`src/sbsm_pkg.sv`:
```
// Shared types and constants for the serial bank switch mapper.
// No dependencies; imported by sbsm_translate, the top level and the testbench.
`timescale 1ns / 1ps
`default_nettype none

package sbsm_pkg;

  // access kinds carried in the operation field
  localparam logic [2:0] OP_PRG_READ  = 3'd0;
  localparam logic [2:0] OP_PRG_WRITE = 3'd1;
  localparam logic [2:0] OP_CHR_READ  = 3'd2;
  localparam logic [2:0] OP_CHR_WRITE = 3'd3;
  localparam logic [2:0] OP_WRAM      = 3'd4;

  // configuration register indexes
  localparam logic CFG_PRG_BANK_COUNT  = 1'b0;
  localparam logic CFG_CHR_ROM_PRESENT = 1'b1;

  // target register picked by address bits 15..13 on the fifth serial write
  localparam logic [2:0] TGT_CONTROL  = 3'b100;
  localparam logic [2:0] TGT_CHR_LOW  = 3'b101;
  localparam logic [2:0] TGT_CHR_HIGH = 3'b110;
  localparam logic [2:0] TGT_PRG      = 3'b111;

  localparam logic [4:0]  CONTROL_RESET    = 5'h1c;
  localparam logic [4:0]  PRG_COUNT_RESET  = 5'd16;
  localparam logic        CHR_ROM_RESET    = 1'b1;
  localparam logic [2:0]  LOAD_WRITES      = 3'd5;
  localparam logic [17:0] WRAM_BASE        = 18'h06000;

  // bank registers that steer address translation
  typedef struct packed {
    logic [4:0] control_word;   // 1..0 mirroring, 3..2 program mode, 4 pattern 4k mode
    logic [4:0] chr_bank_low;
    logic [4:0] chr_bank_high;
    logic [4:0] chr_bank_eight;
    logic [3:0] prg_bank_low;
    logic [3:0] prg_bank_high;
    logic [2:0] prg_bank_wide;
  } sbsm_banks_t;

endpackage

`default_nettype wire

```
`src/sbsm_translate.sv`:
```
// Address translation for one access from the current bank registers.
// Depends on sbsm_pkg for operation codes and the bank register struct.
`timescale 1ns / 1ps
`default_nettype none

module sbsm_translate import sbsm_pkg::*; (
  input  wire logic [2:0]  operation,
  input  wire logic [15:0] address,
  input  wire sbsm_banks_t banks,
  input  wire logic        chr_rom_present,
  output logic [17:0]      mapped_address
);

  logic [17:0] prg_mapped;
  logic [17:0] chr_mapped;
  logic [17:0] wram_mapped;

  // program window: 32k mode for modes 0/1, split 16k otherwise
  always_comb begin
    if (banks.control_word[3]) begin
      if (address <= 16'hbfff) begin
        prg_mapped = {banks.prg_bank_low, address[13:0]};
      end else begin
        prg_mapped = {banks.prg_bank_high, address[13:0]};
      end
    end else begin
      prg_mapped = {banks.prg_bank_wide, address[14:0]};
    end
  end

  // pattern window: pass-through for ram, two 4k banks or one 8k bank
  always_comb begin
    if (!chr_rom_present) begin
      chr_mapped = {2'b00, address};
    end else if (banks.control_word[4]) begin
      if (address <= 16'h0fff) begin
        chr_mapped = {1'b0, banks.chr_bank_low, address[11:0]};
      end else begin
        chr_mapped = {1'b0, banks.chr_bank_high, address[11:0]};
      end
    end else begin
      chr_mapped = {1'b0, banks.chr_bank_eight[4:1], address[12:0]};
    end
  end

  assign wram_mapped = {2'b00, address} - WRAM_BASE;

  // select by access kind
  always_comb begin
    unique case (operation)
      OP_PRG_READ:  mapped_address = prg_mapped;
      OP_CHR_READ:  mapped_address = chr_mapped;
      OP_CHR_WRITE: mapped_address = {2'b00, address};
      OP_WRAM:      mapped_address = wram_mapped;
      default:      mapped_address = 18'd0;
    endcase
  end

endmodule

`default_nettype wire

```
`src/serial_bank_switch_mapper_unit.sv`:
```
// Top level of the serial bank switch mapper: stream ports, state and result register.
// Depends on sbsm_pkg and sbsm_translate.
`timescale 1ns / 1ps
`default_nettype none

// One bus access per item, one item per cycle sustained while the result side
// takes results; an item passes through the input register, then the result register.
// Program writes feed a five-bit serial load; the fifth write lands in the
// register chosen by address bits 15..13, and a write with bit 7 set clears
// the load and forces program mode 3. The state update of one item is
// registered before the next item is translated, so the register feedback through
// the commit logic sets the clock. mirror_mode carries the mirroring mode
// after the item's own update. Configuration writes take effect at once, and
// a bank count write reloads the fixed upper program bank with the count minus one.
module serial_bank_switch_mapper_unit import sbsm_pkg::*; (
  input  wire logic        clk,
  input  wire logic        rst,
  // input items
  input  wire logic        s_tvalid,
  output logic             s_tready,
  input  wire logic [31:0] s_tdata,   // operation[2:0], address[18:3], write_data[26:19]
  // result items
  output logic             m_tvalid,
  input  wire logic        m_tready,
  output logic [23:0]      m_tdata,   // mapped_address[17:0], mirror_mode[19:18]
  // configuration
  input  wire logic        cfg_we,
  input  wire logic        cfg_index,
  input  wire logic [4:0]  cfg_data
);

  // configuration registers
  logic [4:0] prg_bank_count;
  logic       chr_rom_present;
  logic [4:0] count_less_one;
  logic [3:0] last_bank;

  // input register
  logic        s1_valid;
  logic [2:0]  s1_op;
  logic [15:0] s1_addr;
  logic [7:0]  s1_data;
  logic        s1_adv;
  logic        out_free;

  // mapper state
  sbsm_banks_t banks;
  sbsm_banks_t banks_next;
  logic [4:0]  shift_load;
  logic [4:0]  shift_load_next;
  logic [2:0]  write_count;
  logic [2:0]  write_count_next;
  logic [1:0]  mirroring;
  logic [1:0]  mirroring_next;
  logic [4:0]  shifted;
  logic [2:0]  count_inc;

  logic [17:0] mapped_address;

  assign count_less_one = prg_bank_count - 5'd1;
  assign last_bank      = count_less_one[3:0];

  // handshake: result register frees when empty or taken
  assign out_free = !m_tvalid || m_tready;
  assign s1_adv   = s1_valid && out_free;
  assign s_tready = !s1_valid || out_free;

  always_ff @(posedge clk) begin
    if (rst) begin
      s1_valid <= 1'b0;
    end else if (s_tready) begin
      s1_valid <= s_tvalid;
    end
  end

  always_ff @(posedge clk) begin
    if (s_tvalid && s_tready) begin
      s1_op   <= s_tdata[2:0];
      s1_addr <= s_tdata[18:3];
      s1_data <= s_tdata[26:19];
    end
  end

  // address translation from the state before this item
  sbsm_translate u_translate (
    .operation       (s1_op),
    .address         (s1_addr),
    .banks           (banks),
    .chr_rom_present (chr_rom_present),
    .mapped_address  (mapped_address)
  );

  // serial load and bank register update
  assign shifted   = {s1_data[0], shift_load[4:1]};
  assign count_inc = write_count + 3'd1;

  always_comb begin
    banks_next       = banks;
    shift_load_next  = shift_load;
    write_count_next = write_count;
    mirroring_next   = mirroring;
    if (s1_adv && s1_op == OP_PRG_WRITE) begin
      if (s1_data[7]) begin
        shift_load_next  = 5'd0;
        write_count_next = 3'd0;
        banks_next.control_word = banks.control_word | 5'h0c;
      end else if (count_inc >= LOAD_WRITES) begin
        shift_load_next  = 5'd0;
        write_count_next = 3'd0;
        unique case (s1_addr[15:13])
          TGT_CONTROL: begin
            banks_next.control_word = shifted;
            mirroring_next = shifted[1:0];
          end
          TGT_CHR_LOW: begin
            if (banks.control_word[4]) begin
              banks_next.chr_bank_low = shifted;
            end else begin
              banks_next.chr_bank_eight = shifted;
            end
          end
          TGT_CHR_HIGH: begin
            if (banks.control_word[4]) begin
              banks_next.chr_bank_high = shifted;
            end
          end
          TGT_PRG: begin
            if (!banks.control_word[3]) begin
              banks_next.prg_bank_wide = shifted[3:1];
            end else if (!banks.control_word[2]) begin
              banks_next.prg_bank_high = shifted[3:0];
              banks_next.prg_bank_low  = 4'd0;
            end else begin
              banks_next.prg_bank_high = last_bank;
              banks_next.prg_bank_low  = shifted[3:0];
            end
          end
          default: begin
          end
        endcase
      end else begin
        shift_load_next  = shifted;
        write_count_next = count_inc;
      end
    end
    // bank count write reloads the fixed upper program bank
    if (cfg_we && cfg_index == CFG_PRG_BANK_COUNT) begin
      banks_next.prg_bank_high = cfg_data[3:0] - 4'd1;
    end
  end

  // state registers and configuration
  always_ff @(posedge clk) begin
    if (rst) begin
      prg_bank_count  <= PRG_COUNT_RESET;
      chr_rom_present <= CHR_ROM_RESET;
      shift_load      <= 5'd0;
      write_count     <= 3'd0;
      mirroring       <= 2'd0;
      banks           <= '{control_word: CONTROL_RESET, chr_bank_low: 5'd0,
                           chr_bank_high: 5'd0, chr_bank_eight: 5'd0,
                           prg_bank_low: 4'd0, prg_bank_high: 4'hf,
                           prg_bank_wide: 3'd0};
    end else begin
      shift_load  <= shift_load_next;
      write_count <= write_count_next;
      mirroring   <= mirroring_next;
      banks       <= banks_next;
      if (cfg_we) begin
        unique case (cfg_index)
          CFG_PRG_BANK_COUNT:  prg_bank_count  <= cfg_data;
          CFG_CHR_ROM_PRESENT: chr_rom_present <= cfg_data[0];
          default: begin
          end
        endcase
      end
    end
  end

  // result register
  always_ff @(posedge clk) begin
    if (rst) begin
      m_tvalid <= 1'b0;
    end else if (out_free) begin
      m_tvalid <= s1_valid;
    end
  end

  always_ff @(posedge clk) begin
    if (s1_adv) begin
      m_tdata <= {4'd0, mirroring_next,
                  (s1_op == OP_PRG_WRITE) ? 18'd0 : mapped_address};
    end
  end

`ifndef ASSERT_OFF
  // the serial load never holds five bits without committing
  a_count_range: assert property (@(posedge clk) disable iff (rst)
    write_count < LOAD_WRITES)
    else $error("serial write count out of range");

  // a program write with the reset bit forces program mode 3
  a_reset_bit: assert property (@(posedge clk) disable iff (rst)
    s1_adv && s1_op == OP_PRG_WRITE && s1_data[7] && !cfg_we
    |=> banks.control_word[3:2] == 2'b11 && write_count == 3'd0)
    else $error("reset bit did not force program mode 3");

  // an item taken reaches the input register
  a_take: assert property (@(posedge clk) disable iff (rst)
    s_tvalid && s_tready |=> s1_valid)
    else $error("accepted item lost before processing");

  // a program write result carries a zero address
  a_prg_write_zero: assert property (@(posedge clk) disable iff (rst)
    s1_adv && s1_op == OP_PRG_WRITE |=> m_tdata[17:0] == 18'd0)
    else $error("program write gave a nonzero address");
`endif

endmodule

`default_nettype wire

```
`config.mk`:
```
export PLATFORM = sky130hd
export DESIGN_NAME = serial_bank_switch_mapper_unit
export DESIGN_NICKNAME = d
export VERILOG_FILES = /design/src/sbsm_pkg.sv /design/src/sbsm_translate.sv /design/src/serial_bank_switch_mapper_unit.sv
export SDC_FILE = /design/constraint.sdc
export NUM_CORES = 1
export LEC_CHECK = 0
export CORE_MARGIN = 2
export CORE_UTILIZATION = 49
export CTS_CLUSTER_DIAMETER = 30
export DETAILED_ROUTE_END_ITERATION = 10
export DONT_BUFFER_PORTS = 1
export PLACE_DENSITY = 0.72
export SYNTH_ARGS = -nofsm -noshare
export SYNTH_HDL_FRONTEND = slang
export SYNTH_SLANG_ARGS = --single-unit
```
`constraint.sdc`:
```
create_clock -name clk -period 3 [get_ports clk]
set_input_delay 0 -clock clk [delete_from_list [all_inputs] [get_ports clk]]
set_output_delay 0 -clock clk [all_outputs]
set_load 0.1 [all_outputs]
```
==> key figures <==
Place
  – Gp weighted congestion: 0.9033
  – Hpwl dp: 5032 um
  – Number of port buffers: 0
  – Pre-CTS setup slack: between 0.5 and 0.6 ns

Setup path
  – Crit. End Element: flop
  – Cells along the critical path: nand2b_4, or4b_1, buf_4, nor4_4, mux2i_1, nor2_1
  – Max incr delay on CP: around 0.69 ns
  – Worst setup path end: banks[1]
  – Worst r2r src: s1_op[1]
  – FF-to-FF End: banks[1]
  – Startpoint Class: flop
  – Reg2Reg Depth: 6
  – Data required, critical path: 3.27 ns
  – Crit path kind: reg -> reg
  – Crit Path Max Fanout: 11
  – Critical Path AT: 2.71 ns
  – Crit path from: s1_op[1]
  – Crit-path slowest cell: or4b_1
  – Reg2Reg Setup Slack: 0.56 ns

Yosys
  – Prevailing post-synth register cell: dfxtp_1
  – Avg Inst Size Synth: 10.68 um^2
  – Synth cell types: 45
  – Ys async rst share: 0%
  – Post-synth EDFFs: 41
  – Cell count after synthesis: 357
  – Post-synthesis sequential area ratio: between 50% and 60%
  – Synthesized area: 0.003811 mm^2
  – Synth warn: 0
  – Yosys reg bits: 85

Layout
  – Util after Layout: 58.87%
  – Layout cell share with drive strength beyond 1: 9.548%
  – Nets@finish: between 400 and 500
  – Commonest non-fill, non-tap cell in the layout: dfxtp_1
  – Ant diodes: 0
  – Synth-to-layout area growth: 18.12%
  – Most frequent cells in the layout: 44 x dfxtp_1, 41 x edfxtp_1, 38 x nand2_1, 37 x dlygate4sd3_1, 32 x nor2_1

Drt
  – Via Count: 2,681
  – Via density: 5.362
  – Routed WL per cell: 15.30 um
  – Router iterations before antenna repair: 5
  – Residual DRC count: 0
  – Starting DRT DRC Count: ~150
  – Final WL: 7650 um
  – DRT antenna net count: 0

Clock tree
  – Clock root buffer: clkbuf_8
  – H-tree depth: 3
  – Max Buffers Root-to-Sink: 2
  – Post-CTS Hold Fix Bufs: 38
  – # Post-CTS Setup Buffers: 0
  – TritonCTS buffer count: 9
  – # resized after CTS: 0
  – TritonCTS clock tree: yes
  – Clk_lat worst skew: 0.38 ns
  – Clock Pin Slew Worst Setup and Hold Paths: approximately 0.10 ns
  – CTS Sinks: 85

STA
  – Period utilization: approximately four fifths
  – FMAX: between 400 and 500 MHz
  – Setup Skew: about 0.017 ns
  – Setup TNS: 0 ns
  – Setup violations, final: 0
  – Max transition margin: roughly a third
  – Actual slew at the worst max-slew pin: slightly above 1 ns
  – Final hold vios: 0
  – RSZ-0062 raised after global routing: no
  – Max-slew violation count: 0
  – Final min period: roughly 2.4 ns
  – Worst setup margin: 0.5594 ns

Power
  – Overall power: ~2.4 mW
  – Peak supply drop: roughly 0.00035 V
  – Pwr dens: roughly 530 mW/mm^2
  – Static Leak: 1.617 nW

Global routing
  – Global-route wire length before repair: 12,540 um
  – Largest net degree at the start of global routing: 42
  – Grt total ovfl: 0
  – Gr usage total: approximately a fifth
  – Vias in the first global route: roughly 2.5k
  – Antenna violations before repair: 0

Floorplanning
  – Full die area: ~0.0085 mm^2
  – I/O Pins: 69
  – Core area: 0.007647 mm^2
  – DIE WIDTH: about 92 um
  – Row cnt: 32
  – Die Y: 92.19 um
  – Initial Util: between 40% and 50%

Outcome
  – Outcome: completed

Worst hold path
  – Worst hold path class: in -> reg

Run
  – MaxCap Viol Count: 0
==> how the worst min path moves through the flow <==
stage | endpoint | slack, ns | start | depth (start not counted)
after global routing | banks[6] | 0.08 | cfg_data[2] | 5
final | banks[6] | 0.06 | cfg_data[2] | 5
after detailed placement | prg_bank_count[3] | 0.08 | rst | 1
after CTS | banks[6] | 0.03 | cfg_data[2] | 5
after global placement | prg_bank_count[3] | 0.07 | rst | 1
after floorplan | s1_addr[0] | 0.1 | s_tdata[3] | 0
==> worst max-delay path, delay by kind of cell (launching register included) <==
kind / cells / cell delay (ns)
AND/OR/NAND/NOR: 4 / 1.34
multiplexers: 1 / 0.23
flip-flops: 1 / 0.49
buffers and inverters: 1 / 0.28
==> report_power, final <==
group | leakage (nW) | switching [mW] | internal (mW)
sequential | 0.753 | 0.128 | 1.26
combinational | 0.757 | 0.107 | 0.0771
clock | 0.106 | 0.479 | 0.337
==> synth_stat cells, types with 2 or more instances <==
library cell,n,area share [%]
nand2b_1,5,0.82
o31ai_1,3,0.59
nand2_1,38,3.7
buf_4,4,0.79
a31oi_1,2,0.33
inv_1,11,1.1
nor3_1,8,1.1
nor4_1,2,0.33
xnor2_1,4,0.92
a21boi_0,2,0.39
mux2i_1,25,6.6
ha_1,9,3.0
nor4_4,5,2.8
nand3_1,16,2.1
dfxtp_1,44,23
nor2_1,32,3.2
a311oi_1,3,0.69
mux2_2,2,0.59
clkbuf_1,18,1.8
a21oi_1,24,3.2
nor2b_1,4,0.66
o211ai_1,3,0.59
edfxtp_1,41,32
and2_1,15,2.5
a211oi_1,2,0.39
o21ai_0,15,2.0
a22oi_1,2,0.39
==> routing by layer <==
metal  track usage [%]  wire (um)  up-vias
met5                 0          0        -
met4             4.478        113        0
met3             5.505        434        8
met2             30.94       3753       83
met1             25.41       3349     1263
li1                  -          -     1327
==> layout make-up <==
class | instances | area, um^2
flip-flops and latches | 85 | 2112
repair buffers | 46 | 450.4
clock buffers | 9 | 123.9
well taps | 102 | 127.6
fillers | 604 | 3146
inverters | 11 | 41.29
multi-input cells | 240 | 1558
clock inverters | 7 | 88.84
==> registers in the layout, summed over array words and instances, names as in the netlist <==
signal / flops
banks: 28
m_tdata: 20
s1_addr: 16
prg_bank_count: 4
shift_load: 4
s1_op: 3
write_count: 3
mirroring: 2
s1_data: 2
chr_rom_present: 1
m_tvalid: 1
s1_valid: 1
==> through the flow <==
| stage | instance area [um^2] | hold slack [ns] | cells |
|---|---|---|---|
| 3_5_place_dp | 3899 | 0.07511 | 446 |
| 4_1_cts | 4502 | 0.03284 | 500 |
| 3_3_place_gp | 3899 | 0.07339 | 446 |
| 5_1_grt | 4502 | 0.08258 | 500 |
| 6_report | 4502 | 0.06302 | 500 |
| 2_1_floorplan | 3822 | 0.09887 | 360 |
==> cell families after synthesis <==
family	count (synthesis)	share of synthesized area [%]
flip-flops	85	55.42
multiplexers	27	7.157
XOR/XNOR	5	1.149
AO/OA/AOI/OAI	59	9.192
AND/OR/NAND/NOR	136	19.96
adder cells (fa/ha/maj)	9	2.955
other	1	0.09840
buffers and inverters	35	4.071
(Power assumes the default switching activity.)
